`config.mk`:
```
export PLATFORM = sky130hd
export DESIGN_NAME = accepted_address_filter_core
export DESIGN_NICKNAME = d
export VERILOG_FILES = /design/src/rtl/aaf_pkg.sv /design/src/rtl/aaf_cell.sv /design/src/rtl/accepted_address_filter_core.sv
export VERILOG_INCLUDE_DIRS = /design/src /design/src/rtl
export SDC_FILE = /design/constraint.sdc
export NUM_CORES = 1
export LEC_CHECK = 0
export BUFFER_PORTS_ARGS = -buffer_cell sky130_fd_sc_hd__buf_4
export CAP_MARGIN = 10
export CORE_ASPECT_RATIO = 0.7
export CORE_MARGIN = 1.5
export CORE_UTILIZATION = 55
export DETAILED_ROUTE_END_ITERATION = 10
export PLACE_DENSITY = 0.77
export SETUP_SLACK_MARGIN = 0.5
export SLEW_MARGIN = 20
export SYNTH_ARGS = -nofsm -noshare
export SYNTH_HDL_FRONTEND = slang
export SYNTH_SLANG_ARGS = --single-unit
```
`constraint.sdc`:
```
create_clock -name clock -period 4.6 [get_ports clock]
set_input_delay 0.92 -clock clock [delete_from_list [all_inputs] [get_ports clock]]
set_output_delay 0.92 -clock clock [all_outputs]
set_load 0.02 [all_outputs]
```
`src/rtl/assert_macros.svh`:
```
// ---------------------------------------------------------------------------
// Assertion macros used by the address filter core RTL
// Immediate-implication and next-cycle-implication property checks.
// ---------------------------------------------------------------------------
`ifndef ASSERT_MACROS_SVH
`define ASSERT_MACROS_SVH

// antecedent implies consequent in the same cycle
`define AAF_ASSERT_NOW(label, clk, rst, ante, cons, msg) \
   label: assert property (@(posedge clk) disable iff (rst) (ante) |-> (cons)) \
      else $error(msg);

// antecedent implies consequent in the following cycle
`define AAF_ASSERT_NEXT(label, clk, rst, ante, cons, msg) \
   label: assert property (@(posedge clk) disable iff (rst) (ante) |=> (cons)) \
      else $error(msg);

`endif

```
`src/rtl/aaf_pkg.sv`:
```
// ---------------------------------------------------------------------------
// aaf_pkg
// Shared types and constants of the accepted address filter.
// ---------------------------------------------------------------------------
package aaf_pkg;

   localparam int unsigned TABLE_ENTRIES_DEF = 4;
   localparam int unsigned ADDRESS_BYTES_DEF = 2;
   localparam int unsigned OPCODE_W          = 2;

   // request opcodes; the fourth code is a no-op
   typedef enum logic [OPCODE_W-1:0] {
      OP_CHECK = 2'd0,
      OP_ADD   = 2'd1,
      OP_PURGE = 2'd2
   } opcode_type;

   // status that travels with a request down the cell chain
   typedef struct packed {
      logic [OPCODE_W-1:0] op;
      logic                hit;       // matched a valid slot upstream
      logic                placed;    // add already stored upstream
      logic                own_match; // equals own address
      logic                bcast;     // all-ones address
   } token_type;

endpackage

```
`src/rtl/aaf_cell.sv`:
```
// ---------------------------------------------------------------------------
// aaf_cell
// One table slot: compares, stores or clears as a request beat passes by,
// then registers the beat for the next cell.
// ---------------------------------------------------------------------------
module aaf_cell #(
   parameter int unsigned ADDR_W = 8 * aaf_pkg::ADDRESS_BYTES_DEF
) (
   input  logic               clock,
   input  logic               reset,
   input  logic               advance,
   input  logic               in_valid,
   input  aaf_pkg::token_type in_tok,
   input  logic [ADDR_W-1:0]  in_addr,
   output logic               out_valid,
   output aaf_pkg::token_type out_tok,
   output logic [ADDR_W-1:0]  out_addr
);

   logic               slot_valid_ff, slot_valid_in;
   logic [ADDR_W-1:0]  slot_addr_ff;
   logic               slot_write;
   logic               out_valid_ff;
   aaf_pkg::token_type out_tok_ff, out_tok_in;
   logic [ADDR_W-1:0]  out_addr_ff;
   logic               match;

   assign match = slot_valid_ff && (slot_addr_ff == in_addr);

   // slot update and token update
   always_comb begin
      slot_valid_in = slot_valid_ff;
      slot_write    = 1'b0;
      out_tok_in    = in_tok;
      if (in_valid) begin
         case (in_tok.op)
            aaf_pkg::OP_CHECK: begin
               out_tok_in.hit = in_tok.hit | match;
            end
            aaf_pkg::OP_ADD: begin
               out_tok_in.hit = in_tok.hit | match;
               // valid slots form a prefix, so every slot upstream was compared
               if (!slot_valid_ff && !in_tok.hit && !in_tok.placed) begin
                  slot_valid_in     = 1'b1;
                  slot_write        = 1'b1;
                  out_tok_in.placed = 1'b1;
               end
            end
            aaf_pkg::OP_PURGE: begin
               slot_valid_in = 1'b0;
            end
            default: begin
            end
         endcase
      end
   end

   always_ff @(posedge clock) begin
      if (reset) begin
         slot_valid_ff <= 1'b0;
         out_valid_ff  <= 1'b0;
      end else if (advance) begin
         slot_valid_ff <= slot_valid_in;
         out_valid_ff  <= in_valid;
      end
   end

   // payload, no reset
   always_ff @(posedge clock) begin
      if (advance) begin
         out_tok_ff  <= out_tok_in;
         out_addr_ff <= in_addr;
         if (slot_write) begin
            slot_addr_ff <= in_addr;
         end
      end
   end

   assign out_valid = out_valid_ff;
   assign out_tok   = out_tok_ff;
   assign out_addr  = out_addr_ff;

endmodule

```
`src/rtl/accepted_address_filter_core.sv`:
```
// ---------------------------------------------------------------------------
// accepted_address_filter_core
// Own address plus a table of accepted addresses, held in a chain of slot
// cells that a request walks through.
// ---------------------------------------------------------------------------
//  channel  direction  handshake            payload
//  req      in         req_tvalid/tready    opcode, address
//  rsp      out        rsp_tvalid/tready    is_mine, in_table, is_broadcast_addr,
//                                           add_dropped
//  csr      in         csr_valid/ready      own_address
//
// A request enters cell 0 and moves one cell per cycle while the chain is
// not frozen; its response is registered when the beat leaves the last cell.
// One request is in the chain at a time, so a new request is taken only once
// the previous one has left the cell chain. A response waiting in the output
// register does not block acceptance; a stalled response only freezes the
// chain when the next one reaches the end. Reset is synchronous and empties
// the table. The csr port is always ready.
// ---------------------------------------------------------------------------
`include "assert_macros.svh"

module accepted_address_filter_core #(
   parameter int unsigned TABLE_ENTRIES = aaf_pkg::TABLE_ENTRIES_DEF,
   parameter int unsigned ADDRESS_BYTES = aaf_pkg::ADDRESS_BYTES_DEF,
   localparam int unsigned ADDR_W = 8 * ADDRESS_BYTES,
   localparam int unsigned REQ_W  = ((aaf_pkg::OPCODE_W + ADDR_W + 7) / 8) * 8
) (
   input  logic              clock,
   input  logic              reset,
   // request: opcode [1:0], address [ADDR_W+1:2], zero fill above
   input  logic              req_tvalid,
   output logic              req_tready,
   input  logic [REQ_W-1:0]  req_tdata,
   // response: is_mine [0], in_table [1], is_broadcast_addr [2],
   // add_dropped [3], zero fill above
   output logic              rsp_tvalid,
   input  logic              rsp_tready,
   output logic [7:0]        rsp_tdata,
   // own address register
   input  logic              csr_valid,
   output logic              csr_ready,
   input  logic [ADDR_W-1:0] csr_data
);

   localparam int unsigned OP_LSB   = 0;
   localparam int unsigned ADDR_LSB = aaf_pkg::OPCODE_W;

   logic [ADDR_W-1:0]  own_ff;
   logic               busy_ff;
   logic               rsp_valid_ff;
   logic [3:0]         rsp_flags_ff, rsp_flags_in;
   logic               advance;
   logic               req_fire;
   logic [ADDR_W-1:0]  req_addr;
   logic [aaf_pkg::OPCODE_W-1:0] req_op;

   logic               chain_valid [TABLE_ENTRIES+1];
   aaf_pkg::token_type chain_tok   [TABLE_ENTRIES+1];
   logic [ADDR_W-1:0]  chain_addr  [TABLE_ENTRIES+1];
   logic [TABLE_ENTRIES-1:0] cell_valid_vec;

   aaf_pkg::token_type last_tok;
   logic               last_valid;
   logic               op_lookup;

   // input unpack
   assign req_op   = req_tdata[OP_LSB +: aaf_pkg::OPCODE_W];
   assign req_addr = req_tdata[ADDR_LSB +: ADDR_W];
   assign req_tready = !busy_ff;
   assign req_fire   = req_tvalid && req_tready;
   assign csr_ready  = 1'b1;

   // chain freezes only while a finished beat cannot enter the output register
   assign advance = !(last_valid && rsp_valid_ff && !rsp_tready);

   // head of the chain
   assign chain_valid[0] = req_fire;
   assign chain_addr[0]  = req_addr;
   assign chain_tok[0]   = '{op: req_op, hit: 1'b0, placed: 1'b0,
                             own_match: (req_addr == own_ff), bcast: &req_addr};

   // slot cells
   for (genvar i = 0; i < TABLE_ENTRIES; i++) begin : g_cell
      aaf_cell #(
         .ADDR_W (ADDR_W)
      ) u_cell (
         .clock     (clock),
         .reset     (reset),
         .advance   (advance),
         .in_valid  (chain_valid[i]),
         .in_tok    (chain_tok[i]),
         .in_addr   (chain_addr[i]),
         .out_valid (chain_valid[i+1]),
         .out_tok   (chain_tok[i+1]),
         .out_addr  (chain_addr[i+1])
      );
      assign cell_valid_vec[i] = chain_valid[i+1];
   end

   assign last_valid = chain_valid[TABLE_ENTRIES];
   assign last_tok   = chain_tok[TABLE_ENTRIES];

   // response flags from the beat leaving the chain
   assign op_lookup = (last_tok.op == aaf_pkg::OP_CHECK) ||
                      (last_tok.op == aaf_pkg::OP_ADD);
   always_comb begin
      rsp_flags_in[0] = op_lookup && (last_tok.hit || last_tok.own_match);
      rsp_flags_in[1] = op_lookup && last_tok.hit;
      rsp_flags_in[2] = op_lookup && last_tok.bcast;
      rsp_flags_in[3] = (last_tok.op == aaf_pkg::OP_ADD) &&
                        !last_tok.hit && !last_tok.placed;
   end

   // control registers
   always_ff @(posedge clock) begin
      if (reset) begin
         own_ff       <= '0;
         busy_ff      <= 1'b0;
         rsp_valid_ff <= 1'b0;
      end else begin
         if (csr_valid && csr_ready) begin
            own_ff <= csr_data;
         end
         if (req_fire) begin
            busy_ff <= 1'b1;
         end else if (advance && last_valid) begin
            busy_ff <= 1'b0;
         end
         if (advance && last_valid) begin
            rsp_valid_ff <= 1'b1;
         end else if (rsp_tready) begin
            rsp_valid_ff <= 1'b0;
         end
      end
   end

   // response payload
   always_ff @(posedge clock) begin
      if (advance && last_valid) begin
         rsp_flags_ff <= rsp_flags_in;
      end
   end

   assign rsp_tvalid = rsp_valid_ff;
   assign rsp_tdata  = {4'b0000, rsp_flags_ff};

   // checks
   `AAF_ASSERT_NOW(a_one_beat_in_chain, clock, reset, 1'b1, $onehot0(cell_valid_vec),
      "more than one request in the cell chain")
   `AAF_ASSERT_NOW(a_chain_implies_busy, clock, reset, |cell_valid_vec, busy_ff,
      "request in the chain while not busy")
   `AAF_ASSERT_NEXT(a_accept_sets_busy, clock, reset, req_fire, busy_ff || rsp_valid_ff,
      "accepted request left no trace")
   `AAF_ASSERT_NOW(a_table_hit_is_mine, clock, reset, rsp_valid_ff && rsp_flags_ff[1],
      rsp_flags_ff[0] && !rsp_flags_ff[3], "table hit without is_mine or with drop")

endmodule

```
==> flow_summary.ini, run 1 <==
[setup_path]
r2r_cells = 4
startpoint = rsp_tready
cp.required_ps = 4650
path_class = in2reg
cp-start-kind = input pin
crit_buf_inv = 2
crit_path_top_delay_cell = and2_1
cp_num_cells = 5
critical-path-max-stage-delay_ps = 690
cp-endpoint = g_cell[0].u_cell.slot_addr_ff[11]
crit-reg2reg-launch = g_cell[3].u_cell.out_valid
cp_cell_sequence = buf_4 -> nand2b_4 -> nor2_4 -> inv_2 -> and2_1
critical-path-top-delay-family = simple AND/OR/NAND/NOR gates
rrSetupSlack_ps = 2350
worstPathMaxFanout = 49
cp-end-kind = flip-flop
arrival_ps = 2570
rr_endpoint = g_cell[0].u_cell.slot_addr_ff[11]

[clock_network]
clk_latency_ps = 430
cts_hold_buf = 0
cts-root-buf = clkbuf_16
ctsHtreeMaxLevel = 4
postCtsSetupRepairBufs = 0
cts.sinks = 166
numCtsBuffers = 17
cts_resized = 0
clk_pin_slew_worst_paths_ps = 60
clockBufferDepth = 2
cts_tree = built

[floorplan]
core.rowCount = 32
io_pins = 56
fp.dieArea_sq_um = 12230
core_sq_um = 11130
die_w_um = 131.6
start_util = 0.5717
die_h_um = 93.00

[route]
dr.pass1.iters = 4
viasPerCell = 5.171
wl_per_cell_um = 16.25
drc = 0
initialDrtViolationCount = 177
antenna_left = 0
drt_wl_total_um = 9995
num_vias = 3180

[synth]
ys_ff_latch = 166
async_flop_share = 0
synth_area_per_cell_sq_um = 16.23
synthFlopType = edfxtp_1
yosys-top-cells-area = edfxtp_1 (66%), xnor2_1 (10%), dfxtp_1 (8.2%)
synth_top_area_share = 0.6606
yosys_warnings = 0
post-synth-top-area-cell = edfxtp_1
synth-simple-area-share = 0.07550
synthXorXnorAreaFrac = 0.1101
synth_top_family_by_area = XOR/XNOR gates
synth.distinct_cells = 37
syn-cell-area_sq_um = 6364
yosysSeqAreaShare = 0.7424
synth-edff-count = 140
synth_compound_area_frac = 0.01789
synth_fa_ha_area_frac = 0.01180
netlist_instances = 392
muxShareOfSynthArea = 0.02674

[global_route]
grt_pass1_wl_um = 16400
grt.total_usage = 0.1816
overflow = 0
grt_start_max_net_pins = 50
grt_antenna_before_repair = 0
grt_pass1_vias = 3242

[timing]
post-route-period-util = 0.5478
clock.fmax_ghz = 0.3968
setup_viol = 0
slew_headroom = 0.3931
min_period_ps = 2520
fin_tns_setup_ps = 0
tightest_slew_ps = 909.0
fin_skew_ps = 17.59
hold_viol = 0
rsz0062_at_grt = no
maxSlewViolCount = 0

[pwr]
p_leak_nw = 2.693
powerDensity_nw_per_um2 = 432.2
peakVddDrop_mv = 0.3276

[final_layout]
area_growth_pct = 17.42
layout-drive-gt1-share = 0.1840
num-nets-final = 500
fin_util = 0.6713
n_antenna_cell = 0

[place]
io_buffers = 44
place.detailed.hpwl_um = 6907
place.gp.congestion = 0.7543

[run]
maxCapViolCount = 0

[outcome]
status = finished clean

[worst_hold_path]
hold_class = reg2reg
-- metrics by stage --
| step | cells | hold WS, ps | setup slack, ps | area (sq um) | power (W) |
|---|---|---|---|---|---|
| 2_1_floorplan | 395 | 400.3 | 1698 | 6375 | 0.001820 |
| 3_3_place_gp | 583 | 405.4 | 1670 | 6858 | 0.001873 |
| 3_5_place_dp | 583 | 406.2 | 1626 | 6858 | 0.001883 |
| 4_1_cts | 615 | 421.2 | 2065 | 7453 | 0.003254 |
| 5_1_grt | 615 | 428.7 | 1918 | 7472 | 0.003337 |
| 6_report | 615 | 420.1 | 2080 | 7472 | 0.003230 |
-- cell usage in the layout (no fill, tap or decap), types with 3 or more instances in the layout --
cell	instances
a41o_1	3
buf_4	45
nand4_1	21
ha_1	6
a21oi_1	6
nand2b_1	3
nor4_1	6
conb_1	5
nand2_1	8
mux2i_1	17
nor3_4	3
clkbuf_16	20
xor2_1	4
inv_6	4
nand3_1	5
dfxtp_1	26
xnor2_1	76
and2b_1	3
nor2_1	27
clkinv_2	3
edfxtp_1	140
inv_1	7
-- cell families (layout without fill, tap and decap cells) --
logic type / after synthesis / count (layout)
flops: 166 / 166
buf+inv: 18 / 85
simple gates: 87 / 87
fa+ha+maj: 6 / 6
compound gates: 16 / 16
mux: 17 / 17
xor+xnor: 80 / 80
other cells: 2 / 5
-- area by class of cell --
| type | count | area, sq um |
|---|---|---|
| clock buffer | 21 | 514.2 |
| clock inverter | 11 | 81.33 |
| fill | 780 | 3659 |
| inverter | 8 | 30.03 |
| multi-input combinational | 211 | 1593 |
| sequential | 166 | 4725 |
| tap | 153 | 191.4 |
| timing repair buffer | 45 | 337.8 |
-- flip-flops by register name, indices dropped and copies added, names as in the netlist --
| signal | count |
|---|---|
| busy_ff | 1 |
| g_cell.u_cell.slot_addr_ff | 64 |
| g_cell.u_cell.slot_valid_ff | 4 |
| rsp_flags_ff | 4 |
| rsp_tvalid | 1 |
| g_cell.u_cell.out_valid | 4 |
| own_ff | 16 |
| g_cell.u_cell.out_addr | 48 |
| g_cell.u_cell.out_tok | 24 |
-- routing by layer --
| layer | wire length (um) | vias to the layer above | track usage | share of wire |
|---|---|---|---|---|
| met1 | 4534 | 1538 | 0.2315 | 0.45 |
| met2 | 4817 | 80 | 0.2829 | 0.48 |
| met3 | 479 | 12 | 0.07263 | 0.048 |
| met5 | 0 | - | 0 | 0 |
| met4 | 163 | 0 | 0.06944 | 0.016 |
| li1 | - | 1550 | - | - |
-- report_power, final --
part	internal [W]	switching, W
clock network	0.000808	0.000570
registers	0.00168	0.0000364
logic	0.0000718	0.0000673
total	0.00256	0.000673
-- worst min path at each step --
stage                                 from  slack [ps]  depth (start not counted)                           to
2_1_floorplan  g_cell[0].u_cell.out_tok[0]         400                          0  g_cell[1].u_cell.out_tok[0]
3_3_place_gp   g_cell[0].u_cell.out_tok[1]         410                          0  g_cell[1].u_cell.out_tok[1]
3_5_place_dp   g_cell[0].u_cell.out_tok[1]         410                          0  g_cell[1].u_cell.out_tok[1]
4_1_cts        g_cell[0].u_cell.out_tok[1]         420                          0  g_cell[1].u_cell.out_tok[1]
5_1_grt        g_cell[1].u_cell.out_tok[0]         430                          0  g_cell[2].u_cell.out_tok[0]
6_report       g_cell[0].u_cell.out_tok[1]         420                          0  g_cell[1].u_cell.out_tok[1]
-- synthesized netlist by cell type, types with 3 or more instances --
master / n
a41o_1: 3
and2b_1: 3
nand4_1: 21
mux2i_1: 17
nand2_1: 8
edfxtp_1: 140
dfxtp_1: 26
nor4_1: 6
ha_1: 6
xnor2_1: 76
nand2b_1: 3
xor2_1: 4
a21oi_1: 6
buf_4: 6
nand3_1: 5
nor3_1: 3
inv_1: 7
nor2_1: 27
No activity file was read; power rests on OpenSTA's default activity.
==> run 2: changes to the inputs <==
- ABC_AREA: unset -> 1
- clock period: 4.6 -> 2.5 ns (I/O delays scaled with it)
==> flow_summary.ini, run 2 <==
[setup_path]
arrival_ps = 1810
cp.required_ps = 2540
worstPathMaxFanout = 17
cp-start-kind = flip-flop
path_class = reg2reg
cp-end-kind = flip-flop

[clock_network]
clk_pin_slew_worst_paths_ps = 60
cts_hold_buf = 0
cts_tree = built
ctsHtreeMaxLevel = 4
cts-root-buf = clkbuf_16
clockBufferDepth = 2
clk_latency_ps = 410
numCtsBuffers = 17
cts.sinks = 166

[place]
io_buffers = 44
placed_cells = 801
postPlaceCellArea_sq_um = 7363
place.gp.congestion = 0.8073
place.detailed.hpwl_um = 8324

[floorplan]
fp.dieArea_sq_um = 13090
start_util = 0.5738
core_sq_um = 11890
core.rowCount = 33
io_pins = 56
die_w_um = 136.1
die_h_um = 96.19

[final_layout]
largest_register = g_cell.u_cell.slot_addr_ff
layout-drive-gt1-share = 0.1581
fin_area_sq_um = 7968
fill_cells = 867
largest_register_ffs = 64
layout_commonest_cell = edfxtp_1
area_growth_pct = 16.78
final_cells = 834
num-nets-final = 715
n_antenna_cell = 0
final_cell_mix = edfxtp_1 (140), nand2_1 (119), nor2_1 (94)
fin_util = 0.6700

[timing]
min_period_ps = 1777
clock.fmax_ghz = 0.5629
slew_headroom = 0.5119
post-route-period-util = 0.7107
tightest_slew_ps = 729.8
fin_tns_setup_ps = 0
fin_skew_ps = 10.12
maxSlewViolCount = 0
hold_viol = 0
rsz0062_at_grt = no
setup_viol = 0

[outcome]
status = finished clean

[route]
antenna_left = 0
drt_wl_total_um = 11770
wl_per_cell_um = 14.12
drc = 0
num_vias = 4130
initialDrtViolationCount = 205
dr.pass1.iters = 4
viasPerCell = 4.952

[synth]
synthFlopType = edfxtp_1
synth.distinct_cells = 30
yosysMostFrequentCell = edfxtp_1
yosysSeqAreaShare = 0.6925
synth_top_area_share = 0.6162
ys_ff_latch = 166
synth_area_per_cell_sq_um = 11.30
netlist_instances = 604
yosys-top-cells-area = edfxtp_1 (62%), dfxtp_1 (7.6%), nand2_1 (6.6%)
synth-edff-count = 140
ys_top_cells_by_count = edfxtp_1 (140), nand2_1 (120), nor2_1 (94), inv_1 (77), dfxtp_1 (26)
async_flop_share = 0
syn-cell-area_sq_um = 6823
post-synth-top-area-cell = edfxtp_1
yosys_warnings = 0

[global_route]
grt_pass1_wl_um = 19100
grt_antenna_before_repair = 0
grt.total_usage = 0.1960
overflow = 0
grt_start_max_net_pins = 52
grt_pass1_vias = 4113

[worst_hold_path]
hold_class = in2reg

[pwr]
total_power_w = 0.005984
peakVddDrop_mv = 0.5944
powerDensity_nw_per_um2 = 751.0
p_leak_nw = 3.286

[run]
maxCapViolCount = 0
-- run 2: final cells by class --
cell class                      instances  area [sq um]  share of cell area
Sequential cell                       166          4725              0.5930
Multi-Input combinational cell        341          1738              0.2181
Clock buffer                           20         456.7             0.05732
Timing Repair Buffer                   47         365.4             0.04585
Inverter                               91         359.1             0.04507
Tap cell                              157         196.4             0.02465
Clock inverter                         12         127.6             0.01602
-- run 2: logic make-up after synthesis --
logic type      count (synthesis)  share of synthesized area
fa+ha+maj                       6                    0.01100
simple gates                  249                     0.1540
flops                         166                     0.6925
other cells                     2                   0.001101
xor+xnor                       38                    0.04878
compound gates                 43                    0.03374
buf+inv                       100                    0.05887
-- run 2: report_power, final --
part           internal, W  switching, W
Clock              0.00152      0.000999
Combinational     0.000128      0.000168
Sequential         0.00309     0.0000758
Total              0.00474       0.00124
-- run 2: worst paths after layout --
path / startpoint / end / slack [ps] / cells after the start
worst max-delay path: g_cell[1].u_cell.out_tok[5] / g_cell[2].u_cell.slot_addr_ff[3] / 720 / 3
worst max register to register: g_cell[1].u_cell.out_tok[5] / g_cell[2].u_cell.slot_addr_ff[3] / 720 / 3
worst min-delay path: req_tdata[0] / g_cell[0].u_cell.out_tok[4] / 290 / 1
worst min register to register: g_cell[1].u_cell.out_tok[0] / g_cell[2].u_cell.out_tok[0] / 420 / 0
-- run 2: per-stage QoR --
step | setup WS [ps] | hold slack, ps
final | 723.4 | 288.7
after global routing | 609.7 | 271.3
after CTS | 576.4 | 274.1
after detailed placement | 545.2 | 409.7
after global placement | 635.8 | 405.4
after floorplan | 411.0 | 400.3
-- run 2: timing repair --
| action | CTS | global route |
|---|---|---|
| buffers inserted | 0 | 1 |
| setup endpoints to repair | 0 | 16 |
| endpoints found under the hold margin | 0 | 0 |
| gates resized for setup | 0 | 0 |
-- run 2: worst max-delay path: stages, from the launching register on --
cell	delay, ps
edfxtp_1	440
nor2_1	170
nand4_2	150
nor3_4	640
-- run 2: per-layer routing --
layer  up-vias  global-route usage  wire length, um
met1      1929              0.2369             5174
met5         -                   0                0
met2        97              0.3363             5890
met4         0             0.07801              200
met3        20             0.05582              506
li1       2084                   -                -
==> run 3: changes to the inputs <==
- ABC_AREA: 1 -> 0
- CORE_UTILIZATION: 55 -> 53
- PLACE_DENSITY: 0.77 -> 0.78
- clock period: 2.5 -> 1.47 ns (I/O delays scaled with it)
==> flow_summary.ini, run 3 (same netlist as run 1, synthesis figures left out) <==
[worst_hold_path]
hp-start = req_tdata[1]
hold_class = in2reg
min_to = g_cell[0].u_cell.out_tok[5]
holdPathStages = 1

[route]
route.met3.wl_um = 791
wl_met1_um = 5850
dr.pass1.iters = 5
wl_per_cell_um = 21.50
drt_wl_total_um = 15090
drc = 0
num_vias = 3826
antenna_left = 0
initialDrtViolationCount = 227
top_layer = met4
viasPerCell = 5.450
met2_length_um = 7976

[final_layout]
layout_commonest_cell = edfxtp_1
largest_register_ffs = 64
layout-drive-gt1-share = 0.4037
final_cell_mix = edfxtp_1 (140), buf_4 (77), xnor2_1 (67)
fin_util = 0.7577
largest_register = g_cell.u_cell.slot_addr_ff
n_antenna_cell = 0
num-nets-final = 583
area_growth_pct = 39.13
fin_area_sq_um = 8853

[clock_network]
ctsHtreeMaxLevel = 4
cts_tree = built
cts.sinks = 166
numCtsBuffers = 17
clockBufferDepth = 2
clk_pin_slew_worst_paths_ps = 60
cts-root-buf = clkbuf_16
clk_latency_ps = 430

[setup_path]
cp-start-kind = flip-flop
rr_endpoint = g_cell[1].u_cell.slot_addr_ff[10]
cp.required_ps = 1610
crit_path_top_delay_cell = edfxtp_1
critical-path-max-stage-delay_ps = 410
rrSetupSlack_ps = -110
r2r_cells = 5
arrival_ps = 1720
worstPathMaxFanout = 8
crit-reg2reg-launch = g_cell[0].u_cell.out_tok[5]
cp_cell_sequence = and2b_2 -> nand3_4 -> nor3_4 -> buf_6 -> buf_16
cp-end-kind = flip-flop
path_class = reg2reg

[timing]
fin_tns_setup_ps = -1968
setup_ws_ps = -105.7
hold_ws_ps = 73.83
post-route-period-util = 1.072
rsz0062_at_grt = yes
clock.fmax_ghz = 0.6346
setup_viol = 35
min_period_ps = 1576
hold_viol = 0
fin_skew_ps = 12.24
maxSlewViolCount = 0

[global_route]
grt_pass1_vias = 3892
overflow = 0
grt_start_max_net_pins = 27
grt.total_usage = 0.2236
grt_pass1_wl_um = 20470
grt_antenna_before_repair = 0

[floorplan]
die_h_um = 94.68
io_pins = 56
fp.dieArea_sq_um = 12680
core.rowCount = 33
core_sq_um = 11690
start_util = 0.5446
die_w_um = 134.0

[place]
place_ws_ps = -65.58
postPlaceCellArea_sq_um = 7138
place.gp.congestion = 0.7662
place.detailed.hpwl_um = 7260
io_buffers = 44

[outcome]
status = complete, but fails checks
violations = setup timing

[pwr]
p_leak_nw = 3.340
powerDensity_nw_per_um2 = 1164
peakVddDrop_mv = 0.9207

[run]
maxCapViolCount = 0
## run 3: layout make-up
type / count / area [sq um]
inverters: 8 / 46.29
fillers: 641 / 2831
well taps: 157 / 196.4
flip-flops and latches: 166 / 4746
repair buffers: 124 / 1406
clock inverters: 4 / 45.04
clock buffers: 28 / 516.7
multi-input cells: 212 / 1844
repair inverters: 3 / 52.55
## run 3: worst max path at each step
| stage | start | endpoint | slack (ps) | cells after the start |
|---|---|---|---|---|
| floorplan | g_cell[2].u_cell.out_tok[5] | g_cell[3].u_cell.slot_addr_ff[0] | -180 | 4 |
| global placement | g_cell[2].u_cell.out_tok[4] | g_cell[3].u_cell.out_tok[3] | 20 | 4 |
| detailed placement | g_cell[2].u_cell.out_tok[5] | g_cell[3].u_cell.slot_addr_ff[7] | -70 | 5 |
| CTS | g_cell[0].u_cell.out_tok[5] | g_cell[1].u_cell.slot_addr_ff[6] | 20 | 5 |
| global route | g_cell[0].u_cell.out_tok[5] | g_cell[1].u_cell.slot_addr_ff[11] | -130 | 5 |
| finish | g_cell[0].u_cell.out_tok[5] | g_cell[1].u_cell.slot_addr_ff[10] | -110 | 5 |
## run 3: repair_timing
action | CTS | global route
pin swaps | 22 | 27
cloned | 14 | 0
setup buffers | 36 | 17
endpoints found under the setup margin | 162 | 165
hold buffers | 0 | 0
gates resized for setup | 66 | 39
## run 3: layer usage
metal,GRT usage,vias to the layer above
met5,0,-
met2,0.3922,157
met4,0.1069,0
met1,0.2577,1910
met3,0.06173,41
li1,-,1718
## run 3: per-stage QoR
| stage | total power [W] | instances |
|---|---|---|
| after floorplan | 0.005714 | 395 |
| after global placement | 0.005897 | 603 |
| after detailed placement | 0.005928 | 603 |
| after CTS | 0.01012 | 685 |
| after global routing | 0.01060 | 702 |
| final | 0.01031 | 702 |
## run 3: power breakdown
part / switching, W / internal, W / total (W)
registers: 0.000135 / 0.00525 / 0.00539
clock network: 0.00173 / 0.00255 / 0.00428
logic: 0.000286 / 0.000350 / 0.000636
## run 3: critical path, delay by kind of cell, from the launching register on
kind / cells / cell delay, ps
buffers and inverters: 2 / 270
DFF: 1 / 410
and+or+nand+nor: 3 / 610
